`src/design/cst_pkg.sv`:
```
// cst_pkg: shared types and constants of the script tokenizer
// lexer modes, token kinds, byte classes, command word table, queue item
// no dependencies
package cst_pkg;

    // lexer mode kept by the back end
    typedef enum logic [2:0] {
        M_BLANK,
        M_SLASH,
        M_COMMENT,
        M_CSTAR,
        M_STRING,
        M_SESC,
        M_NUMBER,
        M_IDENT
    } lex_mode_t;

    // token kind codes as seen on the output channel
    typedef enum logic [2:0] {
        K_CMD,
        K_STR,
        K_NUM,
        K_ID,
        K_EOF,
        K_SLASH,
        K_DOT,
        K_UNK
    } tok_kind_t;

    // byte classes decided by the front end
    typedef enum logic [3:0] {
        CC_BLANK,
        CC_SLASH,
        CC_STAR,
        CC_QUOTE,
        CC_BSLASH,
        CC_DIGIT,
        CC_LETTER,
        CC_DOT,
        CC_OTHER
    } char_class_t;

    // character codes
    localparam logic [7:0] CH_NUL    = 8'h00;
    localparam logic [7:0] CH_SPACE  = 8'h20;
    localparam logic [7:0] CH_HIGH   = 8'h80;
    localparam logic [7:0] CH_QUOTE  = 8'h22;
    localparam logic [7:0] CH_STAR   = 8'h2A;
    localparam logic [7:0] CH_DOT    = 8'h2E;
    localparam logic [7:0] CH_SLASH  = 8'h2F;
    localparam logic [7:0] CH_ZERO   = 8'h30;
    localparam logic [7:0] CH_NINE   = 8'h39;
    localparam logic [7:0] CH_UP_A   = 8'h41;
    localparam logic [7:0] CH_UP_Z   = 8'h5A;
    localparam logic [7:0] CH_BSLASH = 8'h5C;
    localparam logic [7:0] CH_LO_A   = 8'h61;
    localparam logic [7:0] CH_LO_Z   = 8'h7A;
    localparam logic [7:0] CH_LO_B   = 8'h62;
    localparam logic [7:0] CH_LO_N   = 8'h6E;
    localparam logic [7:0] CH_LO_T   = 8'h74;
    localparam logic [7:0] CH_BS     = 8'h08;
    localparam logic [7:0] CH_TAB    = 8'h09;
    localparam logic [7:0] CH_LF     = 8'h0A;
    localparam logic [7:0] CASE_GAP  = 8'h20;

    // command words, upper case, zero padded
    localparam int WORD_COUNT = 7;
    localparam int WORD_SLOTS = 7;
    localparam logic [7:0] WORD_CHAR [WORD_COUNT][WORD_SLOTS] = '{
        '{"S", "E", "R", "V", "E", "R", CH_NUL},
        '{"Q", "U", "I", "T", CH_NUL, CH_NUL, CH_NUL},
        '{"S", "E", "N", "D", CH_NUL, CH_NUL, CH_NUL},
        '{"R", "E", "C", "E", "I", "V", "E"},
        '{"G", "E", "T", CH_NUL, CH_NUL, CH_NUL, CH_NUL},
        '{"I", "N", "P", "U", "T", CH_NUL, CH_NUL},
        '{"O", "U", "T", "P", "U", "T", CH_NUL}
    };
    localparam logic [2:0] WORD_LEN [WORD_COUNT] = '{
        3'd6, 3'd4, 3'd4, 3'd7, 3'd3, 3'd5, 3'd6
    };
    localparam logic [2:0] CMD_NONE = 3'd0;

    // queue between front and back
    localparam int QUEUE_DEPTH = 4;
    localparam int QPTR_W      = 2;

    // one classified script byte
    typedef struct packed {
        logic [7:0]  raw;
        logic [7:0]  upper;
        logic [7:0]  esc;
        char_class_t cls;
        logic        eof;
    } lex_item_t;

    // one result token
    typedef struct packed {
        tok_kind_t   kind;
        logic [2:0]  cmd;
        logic [7:0]  text;
        logic        last;
        logic        trunc;
        logic [31:0] num;
    } tok_t;

endpackage

```
`src/design/cst_in_if.sv`:
```
// cst_in_if: input byte channel of the script tokenizer
// valid/ready handshake with the byte and the end flag; no dependencies
interface cst_in_if;
    logic       valid;
    logic       ready;
    logic [7:0] in_byte;
    logic       end_of_input;

    modport source (output valid, output in_byte, output end_of_input, input ready);
    modport sink (input valid, input in_byte, input end_of_input, output ready);
endinterface

```
`src/design/cst_tok_if.sv`:
```
// cst_tok_if: token output channel of the script tokenizer
// valid/ready handshake with the token fields; no dependencies
interface cst_tok_if;
    logic        valid;
    logic        ready;
    logic [2:0]  token_kind;
    logic [2:0]  command_id;
    logic [7:0]  text_byte;
    logic        string_last;
    logic        string_truncated;
    logic [31:0] number_value;

    modport source (
        output valid, output token_kind, output command_id, output text_byte,
        output string_last, output string_truncated, output number_value,
        input ready
    );
    modport sink (
        input valid, input token_kind, input command_id, input text_byte,
        input string_last, input string_truncated, input number_value,
        output ready
    );
endinterface

```
`src/design/command_script_tokenizer_core.sv`:
```
// channel  | dir | beat contents
// in_ch    | in  | in_byte, end_of_input
// tok_ch   | out | token_kind, command_id, text_byte,
//          |     | string_last, string_truncated, number_value
//
// one byte is taken per cycle while the queue has room; a byte that ends a
// pending token and also gives a token of its own (dot, unknown byte, eof)
// stays in the lexer until both of its token beats are sent
// the queue of four bytes lets the input keep flowing while such a byte waits
// tokens leave through one output register, one beat per cycle while tok_ch is ready
// rst_n clears the lexer to blank skipping and empties the queue
// a stalled output holds its beat and backs up into the queue
//
// command_script_tokenizer_core: top level of the script tokenizer
// depends on cst_pkg, cst_in_if, cst_tok_if, cst_front, cst_queue, cst_back
module command_script_tokenizer_core #(
    parameter int IDENT_MAX  = 29,
    parameter int STRING_MAX = 255
) (
    input  logic      clk,
    input  logic      rst_n,
    cst_in_if.sink    in_ch,
    cst_tok_if.source tok_ch
);
    import cst_pkg::*;

    logic      push;
    logic      pop;
    logic      queue_full;
    logic      queue_valid;
    lex_item_t front_item;
    lex_item_t head_item;

    // byte intake and classification
    cst_front u_front (
        .in_ch      (in_ch),
        .queue_full (queue_full),
        .push       (push),
        .item       (front_item)
    );

    // decoupling queue
    cst_queue u_queue (
        .clk       (clk),
        .rst_n     (rst_n),
        .push      (push),
        .push_item (front_item),
        .pop       (pop),
        .full      (queue_full),
        .not_empty (queue_valid),
        .head      (head_item)
    );

    // lexer and token output
    cst_back #(
        .IDENT_MAX  (IDENT_MAX),
        .STRING_MAX (STRING_MAX)
    ) u_back (
        .clk     (clk),
        .rst_n   (rst_n),
        .q_valid (queue_valid),
        .it      (head_item),
        .pop     (pop),
        .tok_ch  (tok_ch)
    );
endmodule

```
`src/design/cst_front.sv`:
```
// cst_front: accepts script bytes and classifies them for the lexer
// depends on cst_pkg and cst_in_if
module cst_front (
    cst_in_if.sink          in_ch,
    input  logic            queue_full,
    output logic            push,
    output cst_pkg::lex_item_t item
);
    import cst_pkg::*;

    // take a beat whenever the queue has room
    assign in_ch.ready = !queue_full;
    assign push        = in_ch.valid && !queue_full;

    // classification
    always_comb
    begin
        item.raw = in_ch.in_byte;
        item.eof = in_ch.end_of_input || (in_ch.in_byte == CH_NUL);

        // upper-case fold
        if (in_ch.in_byte >= CH_LO_A && in_ch.in_byte <= CH_LO_Z)
        begin
            item.upper = in_ch.in_byte - CASE_GAP;
        end
        else
        begin
            item.upper = in_ch.in_byte;
        end

        // escape translation
        case (in_ch.in_byte)
            CH_LO_N: item.esc = CH_LF;
            CH_LO_B: item.esc = CH_BS;
            CH_LO_T: item.esc = CH_TAB;
            default: item.esc = in_ch.in_byte;
        endcase

        // byte class
        if (in_ch.in_byte <= CH_SPACE || in_ch.in_byte >= CH_HIGH)
        begin
            item.cls = CC_BLANK;
        end
        else if (in_ch.in_byte >= CH_ZERO && in_ch.in_byte <= CH_NINE)
        begin
            item.cls = CC_DIGIT;
        end
        else if (item.upper >= CH_UP_A && item.upper <= CH_UP_Z)
        begin
            item.cls = CC_LETTER;
        end
        else
        begin
            unique case (in_ch.in_byte)
                CH_SLASH:  item.cls = CC_SLASH;
                CH_STAR:   item.cls = CC_STAR;
                CH_QUOTE:  item.cls = CC_QUOTE;
                CH_BSLASH: item.cls = CC_BSLASH;
                CH_DOT:    item.cls = CC_DOT;
                default:   item.cls = CC_OTHER;
            endcase
        end
    end
endmodule

```
`src/design/cst_queue.sv`:
```
// cst_queue: short queue of classified bytes between front and back
// depends on cst_pkg
module cst_queue (
    input  logic               clk,
    input  logic               rst_n,
    input  logic               push,
    input  cst_pkg::lex_item_t push_item,
    input  logic               pop,
    output logic               full,
    output logic               not_empty,
    output cst_pkg::lex_item_t head
);
    import cst_pkg::*;

    lex_item_t         slot_reg [QUEUE_DEPTH];
    logic [QPTR_W-1:0] wr_ptr_reg;
    logic [QPTR_W-1:0] rd_ptr_reg;
    logic [QPTR_W:0]   count_reg;

    assign full      = (count_reg == (QPTR_W + 1)'(QUEUE_DEPTH));
    assign not_empty = (count_reg != '0);
    assign head      = slot_reg[rd_ptr_reg];

    // storage
    always_ff @(posedge clk)
    begin
        if (push)
        begin
            slot_reg[wr_ptr_reg] <= push_item;
        end
    end

    // pointers and fill count
    always_ff @(posedge clk or negedge rst_n)
    begin
        if (!rst_n)
        begin
            wr_ptr_reg <= '0;
            rd_ptr_reg <= '0;
            count_reg  <= '0;
        end
        else
        begin
            if (push)
            begin
                wr_ptr_reg <= wr_ptr_reg + 1'b1;
            end
            if (pop)
            begin
                rd_ptr_reg <= rd_ptr_reg + 1'b1;
            end
            if (push && !pop)
            begin
                count_reg <= count_reg + 1'b1;
            end
            else if (pop && !push)
            begin
                count_reg <= count_reg - 1'b1;
            end
        end
    end
endmodule

```
`src/design/cst_back.sv`:
```
// cst_back: lexer state machine and token output register
// depends on cst_pkg and cst_tok_if
module cst_back #(
    parameter int IDENT_MAX  = 29,
    parameter int STRING_MAX = 255
) (
    input  logic               clk,
    input  logic               rst_n,
    input  logic               q_valid,
    input  cst_pkg::lex_item_t it,
    output logic               pop,
    cst_tok_if.source          tok_ch
);
    import cst_pkg::*;

    localparam int LEN_W = $clog2(IDENT_MAX + 1);
    localparam int CNT_W = $clog2(STRING_MAX + 1);

    lex_mode_t              mode_reg,  mode_next;
    logic [LEN_W-1:0]       len_reg,   len_next;
    logic [CNT_W-1:0]       cnt_reg,   cnt_next;
    logic [31:0]            accum_reg, accum_next;
    logic                   trunc_reg, trunc_next;
    logic [WORD_COUNT-1:0]  match_reg, match_next;
    logic                   sub_reg;
    logic                   out_valid_reg;
    tok_t                   out_tok_reg;

    logic        pre_v;
    tok_t        pre_t;
    logic        fall;
    logic        st_v;
    tok_t        st_t;
    logic [2:0]  word_id;
    logic [35:0] wide;
    logic        emit_v;
    logic        last_beat;
    logic        slot_free;
    logic        go;
    tok_t        cur_tok;

    // command word lookup
    always_comb
    begin
        word_id = CMD_NONE;
        for (int w = WORD_COUNT - 1; w >= 0; w--)
        begin
            if (match_reg[w] && len_reg == LEN_W'(WORD_LEN[w]))
            begin
                word_id = 3'(w + 1);
            end
        end
    end

    // decimal accumulate
    assign wide = {1'b0, accum_reg, 3'b000} + {3'b000, accum_reg, 1'b0}
                + 36'(it.raw[3:0]);

    // next state and tokens for the head item
    always_comb
    begin
        mode_next  = mode_reg;
        len_next   = len_reg;
        cnt_next   = cnt_reg;
        accum_next = accum_reg;
        trunc_next = trunc_reg;
        match_next = match_reg;
        pre_v      = 1'b0;
        pre_t      = '0;
        fall       = 1'b0;
        st_v       = 1'b0;
        st_t       = '0;

        unique case (mode_reg)
            M_SLASH:
            begin
                if (!it.eof && it.cls == CC_STAR)
                begin
                    mode_next = M_COMMENT;
                end
                else
                begin
                    pre_v      = 1'b1;
                    pre_t.kind = K_SLASH;
                    fall       = 1'b1;
                end
            end
            M_COMMENT:
            begin
                if (it.eof)
                begin
                    fall = 1'b1;
                end
                else if (it.cls == CC_STAR)
                begin
                    mode_next = M_CSTAR;
                end
            end
            M_CSTAR:
            begin
                if (it.eof)
                begin
                    fall = 1'b1;
                end
                else if (it.cls == CC_SLASH)
                begin
                    mode_next = M_BLANK;
                end
                else if (it.cls != CC_STAR)
                begin
                    mode_next = M_COMMENT;
                end
            end
            M_STRING, M_SESC:
            begin
                if (it.eof || (mode_reg == M_STRING && it.cls == CC_QUOTE))
                begin
                    // close the string
                    pre_v       = 1'b1;
                    pre_t.kind  = K_STR;
                    pre_t.last  = 1'b1;
                    pre_t.trunc = trunc_reg;
                    mode_next   = M_BLANK;
                    cnt_next    = '0;
                    trunc_next  = 1'b0;
                    fall        = it.eof;
                end
                else if (mode_reg == M_STRING && it.cls == CC_BSLASH)
                begin
                    mode_next = M_SESC;
                end
                else
                begin
                    // store one string byte or drop it past the cap
                    mode_next = M_STRING;
                    if (cnt_reg < CNT_W'(STRING_MAX))
                    begin
                        cnt_next   = cnt_reg + 1'b1;
                        pre_v      = 1'b1;
                        pre_t.kind = K_STR;
                        pre_t.text = (mode_reg == M_SESC) ? it.esc : it.raw;
                    end
                    else
                    begin
                        trunc_next = 1'b1;
                    end
                end
            end
            M_NUMBER:
            begin
                if (!it.eof && it.cls == CC_DIGIT)
                begin
                    accum_next = (wide[35:32] != 4'h0) ? '1 : wide[31:0];
                end
                else
                begin
                    pre_v      = 1'b1;
                    pre_t.kind = K_NUM;
                    pre_t.num  = accum_reg;
                    accum_next = '0;
                    fall       = 1'b1;
                end
            end
            M_IDENT:
            begin
                if (!it.eof && (it.cls == CC_LETTER || it.cls == CC_DIGIT)
                    && len_reg < LEN_W'(IDENT_MAX))
                begin
                    len_next = len_reg + 1'b1;
                    for (int w = 0; w < WORD_COUNT; w++)
                    begin
                        match_next[w] = match_reg[w] && (len_reg < LEN_W'(WORD_SLOTS))
                            && (WORD_CHAR[w][len_reg[2:0]] == it.upper);
                    end
                end
                else
                begin
                    pre_v      = 1'b1;
                    pre_t.kind = (word_id != CMD_NONE) ? K_CMD : K_ID;
                    pre_t.cmd  = word_id;
                    len_next   = '0;
                    fall       = 1'b1;
                end
            end
            default:
            begin
                fall = 1'b1;
            end
        endcase

        // fresh byte while skipping blanks
        if (fall)
        begin
            mode_next = M_BLANK;
            if (it.eof)
            begin
                len_next   = '0;
                cnt_next   = '0;
                accum_next = '0;
                trunc_next = 1'b0;
                st_v       = 1'b1;
                st_t.kind  = K_EOF;
            end
            else
            begin
                unique case (it.cls)
                    CC_SLASH:
                    begin
                        mode_next = M_SLASH;
                    end
                    CC_QUOTE:
                    begin
                        mode_next  = M_STRING;
                        cnt_next   = '0;
                        trunc_next = 1'b0;
                    end
                    CC_DIGIT:
                    begin
                        mode_next  = M_NUMBER;
                        accum_next = 32'(it.raw[3:0]);
                    end
                    CC_LETTER:
                    begin
                        mode_next = M_IDENT;
                        len_next  = LEN_W'(1);
                        for (int w = 0; w < WORD_COUNT; w++)
                        begin
                            match_next[w] = (WORD_CHAR[w][0] == it.upper);
                        end
                    end
                    CC_DOT:
                    begin
                        st_v      = 1'b1;
                        st_t.kind = K_DOT;
                    end
                    CC_BLANK:
                    begin
                        st_v = 1'b0;
                    end
                    default:
                    begin
                        st_v      = 1'b1;
                        st_t.kind = K_UNK;
                        st_t.text = it.raw;
                    end
                endcase
            end
        end
    end

    // beat sequencing: a two-token item takes two beats
    assign emit_v    = pre_v || st_v;
    assign last_beat = !(pre_v && st_v) || sub_reg;
    assign slot_free = !out_valid_reg || tok_ch.ready;
    assign go        = q_valid && (!emit_v || slot_free);
    assign pop       = go && last_beat;
    assign cur_tok   = (pre_v && !sub_reg) ? pre_t : st_t;

    // lexer state
    always_ff @(posedge clk or negedge rst_n)
    begin
        if (!rst_n)
        begin
            mode_reg  <= M_BLANK;
            len_reg   <= '0;
            cnt_reg   <= '0;
            accum_reg <= '0;
            trunc_reg <= 1'b0;
            match_reg <= '0;
            sub_reg   <= 1'b0;
        end
        else
        begin
            if (pop)
            begin
                mode_reg  <= mode_next;
                len_reg   <= len_next;
                cnt_reg   <= cnt_next;
                accum_reg <= accum_next;
                trunc_reg <= trunc_next;
                match_reg <= match_next;
                sub_reg   <= 1'b0;
            end
            else if (go)
            begin
                sub_reg <= 1'b1;
            end
        end
    end

    // output register
    always_ff @(posedge clk or negedge rst_n)
    begin
        if (!rst_n)
        begin
            out_valid_reg <= 1'b0;
        end
        else if (go && emit_v)
        begin
            out_valid_reg <= 1'b1;
        end
        else if (tok_ch.ready)
        begin
            out_valid_reg <= 1'b0;
        end
    end

    always_ff @(posedge clk)
    begin
        if (go && emit_v)
        begin
            out_tok_reg <= cur_tok;
        end
    end

    assign tok_ch.valid            = out_valid_reg;
    assign tok_ch.token_kind       = out_tok_reg.kind;
    assign tok_ch.command_id       = out_tok_reg.cmd;
    assign tok_ch.text_byte        = out_tok_reg.text;
    assign tok_ch.string_last      = out_tok_reg.last;
    assign tok_ch.string_truncated = out_tok_reg.trunc;
    assign tok_ch.number_value     = out_tok_reg.num;
endmodule
```
`src/flat_wrapper.sv`:
```
// flat-port wrapper written by rule: the top's interface ports become plain ports
module command_script_tokenizer_core_flat import cst_pkg::*;
#(
    parameter int IDENT_MAX  = 29,
    parameter int STRING_MAX = 255
)
  (clk, rst_n, in_ch_valid, in_ch_in_byte, in_ch_end_of_input, in_ch_ready, tok_ch_valid, tok_ch_token_kind, tok_ch_command_id, tok_ch_text_byte, tok_ch_string_last, tok_ch_string_truncated, tok_ch_number_value, tok_ch_ready);
  cst_in_if in_ch_i ();
  cst_tok_if tok_ch_i ();
  input  logic clk;
  input  logic rst_n;
  input wire logic [$bits(in_ch_i.valid)-1:0] in_ch_valid;
  input wire logic [$bits(in_ch_i.in_byte)-1:0] in_ch_in_byte;
  input wire logic [$bits(in_ch_i.end_of_input)-1:0] in_ch_end_of_input;
  output wire logic [$bits(in_ch_i.ready)-1:0] in_ch_ready;
  output wire logic [$bits(tok_ch_i.valid)-1:0] tok_ch_valid;
  output wire logic [$bits(tok_ch_i.token_kind)-1:0] tok_ch_token_kind;
  output wire logic [$bits(tok_ch_i.command_id)-1:0] tok_ch_command_id;
  output wire logic [$bits(tok_ch_i.text_byte)-1:0] tok_ch_text_byte;
  output wire logic [$bits(tok_ch_i.string_last)-1:0] tok_ch_string_last;
  output wire logic [$bits(tok_ch_i.string_truncated)-1:0] tok_ch_string_truncated;
  output wire logic [$bits(tok_ch_i.number_value)-1:0] tok_ch_number_value;
  input wire logic [$bits(tok_ch_i.ready)-1:0] tok_ch_ready;
  assign in_ch_i.valid = in_ch_valid;
  assign in_ch_i.in_byte = in_ch_in_byte;
  assign in_ch_i.end_of_input = in_ch_end_of_input;
  assign in_ch_ready = in_ch_i.ready;
  assign tok_ch_valid = tok_ch_i.valid;
  assign tok_ch_token_kind = tok_ch_i.token_kind;
  assign tok_ch_command_id = tok_ch_i.command_id;
  assign tok_ch_text_byte = tok_ch_i.text_byte;
  assign tok_ch_string_last = tok_ch_i.string_last;
  assign tok_ch_string_truncated = tok_ch_i.string_truncated;
  assign tok_ch_number_value = tok_ch_i.number_value;
  assign tok_ch_i.ready = tok_ch_ready;
  command_script_tokenizer_core #(.IDENT_MAX(IDENT_MAX), .STRING_MAX(STRING_MAX)) u_core (.clk(clk), .rst_n(rst_n), .in_ch(in_ch_i), .tok_ch(tok_ch_i));
endmodule
```
`config.mk`:
```
export PLATFORM = sky130hd
export DESIGN_NAME = command_script_tokenizer_core_flat
export DESIGN_NICKNAME = d
export VERILOG_FILES = /design/src/design/cst_pkg.sv /design/src/design/cst_in_if.sv /design/src/design/cst_tok_if.sv /design/src/design/command_script_tokenizer_core.sv /design/src/design/cst_front.sv /design/src/design/cst_queue.sv /design/src/design/cst_back.sv /design/src/flat_wrapper.sv
export SDC_FILE = /design/constraint.sdc
export NUM_CORES = 1
export LEC_CHECK = 0
export CORE_ASPECT_RATIO = 1.25
export CORE_MARGIN = 10
export CORE_UTILIZATION = 26
export DETAILED_ROUTE_END_ITERATION = 12
export DONT_BUFFER_PORTS = 1
export HOLD_SLACK_MARGIN = 0.08
export SETUP_SLACK_MARGIN = 0.3
export SLEW_MARGIN = 20
export SYNTH_ARGS = -nofsm -noshare
export SYNTH_HDL_FRONTEND = slang
export SYNTH_SLANG_ARGS = --single-unit
```
`constraint.sdc`:
```
create_clock -name clk -period 10.4 [get_ports clk]
set_input_delay 2.08 -clock clk [delete_from_list [all_inputs] [get_ports clk]]
set_output_delay 2.08 -clock clk [all_outputs]
set_load 0.02 [all_outputs]
```
# == After elaboration in Yosys (flattened, before gate mapping) ==
# Memories as Yosys holds them, arrays and structs flattened.
# Cells that the tools add are included.
# totals
reg_bits,113
mem_bits_rw,116
romBits,448
input_bits,13
output_inout_bits,50
n_memories,8
# classes
addsub,9
magnitude_cmp,12
n_eq_ne,47
mux,114
bitwise_logic,4
n_reduce_logical,72
# memory_table
name,words,word_bits,rd,rd_ports_with_merged_regs,write_ports,line_no,rtl
u_core.u_queue.slot_reg,4,29,1,0,1,cst_queue.sv:15,lex_item_t slot_reg [QUEUE_DEPTH];
(no name shown),8,8,1,0,0,cst_back.sv:173,&& (WORD_CHAR[w][len_reg[2:0]] == it.upper);
(no name shown),8,8,1,0,0,cst_back.sv:173,
(no name shown),8,8,1,0,0,cst_back.sv:173,
(no name shown),8,8,1,0,0,cst_back.sv:173,
(no name shown),8,8,1,0,0,cst_back.sv:173,
2 more memories,n/a,n/a,n/a,n/a,n/a,n/a,
# op_table
cell,n
$mux W32,8
$mux W8,29
$mux W3,24
$eq A8 B8 Y1,7
$eq A7 B8 Y1 const A,6
$mux W48,1
$logic_and A1 B1 Y1,38
$add A35 B33 Y36,1
$add A36 B4 Y36,1
$pmux W3 S4,3
$mux W7,5
$eq A8 B6 Y1 const B,4
$eq A8 B7 Y1 const B,4
$mux W5,6
$mux W1,26
$pmux W8 S3,1
$eq A5 B3 Y1 const B,4
$pmux W4 S5,1
$eq A4 B3 Y1 const B,4
$ge A8 B7 Y1 const B,2
$le A8 B6 Y1 const B,2
$le A8 B7 Y1 const B,2
$eq A3 B3 Y1 const B,5
$mux W4,3
other kinds (42),71

# == Logic depth before layout (Yosys ltp) ==
# An unclocked memory read counts as a cell.
# logic_depth
word_depth,16
ltp_mapped,20
ltp_nobuf,16

# == Hierarchy ==
# From an unflattened synthesis, not the netlist that was laid out.
# unflattened
hier_cells,1199
hier_area_um2,13326.5
# modules_own_cells
mod,n_inst,cells_per_inst,area_per_inst_um2
cst_back,1,939,8229.1
cst_queue,1,185,4579.4
cst_front,1,75,518.0

# == Least setup slack after synthesis ==
# Ideal clock, no wire load.
# synth_timing
path_kind,input-to-reg
startpoint,input port tok_ch_ready
endpoint,"register u_core.u_back.out_tok_reg, in the netlist u_core.u_back.tok_ch.command_id[0] (enable)"
t_arrival_ns,5.434
slack_ns,4.452
path_stages,2
n_path_buf,0
cell_sequence,nor2b_1 > nor3_1
# synth_between
elab_chain_cells,4
# synth_rtl
element,line_no,rtl
"start, declared",flat_wrapper.sv:23,input wire logic [$bits(tok_ch_i.ready)-1:0] tok_ch_ready;
$logic_or A1 B1 Y1,cst_back.sv:254,assign slot_free = !out_valid_reg || tok_ch.ready;
$logic_or A1 B1 Y1,cst_back.sv:255,assign go = q_valid && (!emit_v || slot_free);
$logic_and A1 B1 Y1,cst_back.sv:255,
$logic_and A1 B1 Y1,cst_back.sv:310,if (go && emit_v)
"end signal, assigned",cst_back.sv:312,out_tok_reg <= cur_tok;
"end, declared",cst_back.sv:27,tok_t out_tok_reg;
# Every way passes these cells.
# A chain may end at the register's enable or synchronous reset.

# == Worst setup path in the final report ==
# layout_timing
startpoint,register u_core.u_queue.rd_ptr_reg[1]
endpoint,register u_core.u_back.accum_reg[2]
# layout_between
elab_chain_cells,13
word_cells_on_any_way,46
# layout_rtl
element,line_no,rtl
"start, declared",cst_queue.sv:17,logic [QPTR_W-1:0] rd_ptr_reg;
"start signal, assigned",cst_queue.sv:50,rd_ptr_reg <= rd_ptr_reg + 1'b1;
$mem_v2 Z4 W29 *,n/a,
branches (longest 12 deep; another with $add A36 B4 Y36),n/a,
"end signal, assigned",cst_back.sv:279,accum_reg <= accum_next;
"end, declared",cst_back.sv:22,"logic [31:0] accum_reg, accum_next;"
# Every way passes the cells marked *.

==> impl_metrics.toml <==
[grt]
grt_usage_pct = 10.9
grt_overflow_total = 0
grt_pass1_vias = 9209
grt_max_degree = 66
grt_first_pass_wirelength_um = 51400
antenna_found_initial = 0

[synthesis]
synth_top_family_by_area = "simple AND/OR/NAND/NOR gates"
yosysSeqAreaShare_pct = 47.8
yosysWarnings = 0
synthTopCellsByArea = "edfxtp_1 (35%), dfrtp_1 (13%), ha_1 (8.1%)"
synth.most_common_cell = "edfxtp_1"
synth-main-ff-cell = "edfxtp_1"
yosys.area.top_type = "edfxtp_1"
syn_area_per_cell_um2 = 10.7
synthesis.nets = 1264
synth_area_um2 = 12500
synth_compound_area_share_pct = 15.3
synth_top_area_share_pct = 34.7
synth-edff-count = 144
synth_xor_area_share_pct = 3.80
synthArstFlopShare_pct = 31.1
synth_common_cells = "edfxtp_1 (144), nand2_1 (104), ha_1 (81)"
yosys.area_share.simple_pct = 15.9
muxShareOfSynthArea_pct = 5.55
synthAdderAreaFrac_pct = 8.62
syn_inst = 1167
ys_ff_latch = 209
ys_types = 84

[sta]
worst_pin_slew_ns = 0.976
final_hold_viol_count = 0
fin_skew_ns = 0.0276
max_slew_margin_pct = 34.4
period_minus_slack_ns = 6.09
rsz0062_at_grt = "no"
finalCritPeriodShare_pct = 58.5
max_freq_ghz = 0.164
fin_tns_setup_ns = 0
setup_slack_ns = 4.31
setup_viol = 0
maxSlewViolCount = 0

[clock_tree]
cts_hold_buf = 0
cts_buffers = 25
post-cts-setup-buffer-count = 0
clk_latency_ns = 0.55
ctsResizeCount = 0
htreeDepth = 1
cts.path.max_buffers = 3
clk_pin_slew_ns = 0.06
cts_num_sinks = 209
cts_tree = "built"
cts_root_buffer = "clkbuf_16"

[placed_design]
preCtsSetupSlack_ns = 4.38
gp_congestion = 0.897
place_area_um2 = 13100
dp_hpwl_um = 22300
port_buffers = 0

[routing]
remaining_drc_errors = 0
vias = 9055
drt_pass1_iterations = 5
totalWireLength_um = 31500
wire_per_inst_um = 17.5
detail-route-antenna-nets = 0
via_per_inst = 5.02
drtIter0Drc = 587

[outcome]
status = "completed"

[worst_setup_path]
path_cells = "buf_4, mux2i_1, mux2_2, clkinv_1, ha_1, ha_1, inv_1, fa_1, nand2b_1, a21o_1, a31o_2, a211oi_1, o211ai_1, a311o_1, a31oi_2, buf_4, or4_1, a32o_1"
r2r_cells = 18
critical-path-top-delay-family = "compound AO/OA/AOI/OAI gates"
arrival_ns = 6.56
required_ns = 10.87
worst_setup_path_start_kind = "flip-flop"
crit_cells = 18
crit_fanout = 33
crit_path_max_incr_delay_ns = 0.74
path_class = "flip-flop to flip-flop"
critPathCaptureType = "flip-flop"
slowest_stage = "a31oi_2"
timing.critical_path.buf_inv = 4

[power]
clockPowerShare_pct = 23.9
p_sw_uw = 1540
seqPwrFrac_pct = 38.1
p_sw_share_pct = 41.1
pwr-share-comb_pct = 38.0
intPower_uw = 2220
ir_worst_vdd_uv = 170
pwr_density_cell_nw_per_um2 = 269
power_uw = 3760
p_leak_uw = 0.00548

[worst_hold_path]
min_delay_path_depth = 1
hp-class = "flip-flop to flip-flop"

[run]
maxCapViolCount = 0

[final_layout]
nets = 1244
syn2layout_area_growth_pct = 12.4
drive_gt1_share_pct = 9.61
post-route-util_pct = 29.6
largest_reg_flops = 96
stdcell_area_um2 = 14000
n_antenna_cell = 0

[die]
die_x_um = 216
pin_count = 63
die_h_um = 265
start_util_pct = 26.3
core_region_area_um2 = 47300
fp.dieArea_um2 = 57100
row_count = 89
area by class of cell:
class	count	area, um^2
fill	4844	33300
multi-input combinational	866	6170
sequential	209	5950
tap	637	797
clock buffer	28	637
clock inverter	18	218
inverter	32	120
timing repair buffer	13	97.6
layer usage:
layer / up-vias / global-route usage [%] / part of all wire [%]
met5: - / 0 / 0
met4: 0 / 3.91 / 3.1
met3: 54 / 1.85 / 4.6
met2: 209 / 19.4 / 51
met1: 4454 / 12.9 / 41
li1: 4338 / - / -
placed cells by master, fill, tap and decap left out, types with 37 or more instances in the layout:
| cell type | Yosys | routed |
|---|---|---|
| xnor2_1 | 37 | 37 |
| o21ai_0 | 58 | 58 |
| and2_1 | 37 | 37 |
| a21oi_1 | 71 | 71 |
| dfrtp_1 | 65 | 65 |
| nor3_1 | 50 | 48 |
| nor2_1 | 67 | 66 |
| edfxtp_1 | 144 | 144 |
| ha_1 | 81 | 81 |
| nand2_1 | 104 | 104 |
kinds of logic (layout without fill, tap and decap cells):
group / count (synthesis) / after routing
AOI/OAI and AO/OA: 299 / 299
xor gates and xnor gates: 54 / 54
and+or+nand+nor: 386 / 386
DFF: 209 / 209
buffers and inverters: 92 / 91
adders and majority gates: 84 / 84
muxes: 43 / 43
power by group through the flow:
stage	registers (uW)	clock network, uW	logic, uW
2_1_floorplan	1400	0	1080
3_3_place_gp	1460	0	1410
3_5_place_dp	1460	0	1430
4_1_cts	1450	922	1440
5_1_grt	1460	956	1590
6_report	1430	899	1430
final timing paths:
kind,slack [ns],to,from
max,4.31,u_core.u_back.accum_reg[2]$_DFFE_PN0P_,u_core.u_queue.rd_ptr_reg[1]$_DFFE_PN0P_
min,0.49,u_core.u_back.cnt_reg[5]$_DFFE_PN0P_,u_core.u_back.cnt_reg[5]$_DFFE_PN0P_
max reg2reg,4.31,u_core.u_back.accum_reg[2]$_DFFE_PN0P_,u_core.u_queue.rd_ptr_reg[1]$_DFFE_PN0P_
min reg2reg,0.49,u_core.u_back.cnt_reg[5]$_DFFE_PN0P_,u_core.u_back.cnt_reg[5]$_DFFE_PN0P_
max in group asynchronous,9.02,u_core.u_back.sub_reg$_DFFE_PN0P_,rst_n
min in group asynchronous,1.24,u_core.u_back.len_reg[0]$_DFFE_PN0P_,rst_n
metrics by stage:
| step | hold slack (ns) | cells |
|---|---|---|
| floorplan | 0.453 | 1167 |
| global placement | 0.479 | 1757 |
| detailed placement | 0.479 | 1757 |
| CTS | 0.490 | 1803 |
| global route | 0.537 | 1803 |
| finish | 0.489 | 1803 |
Note: power is estimated with default switching activity, not from simulation.
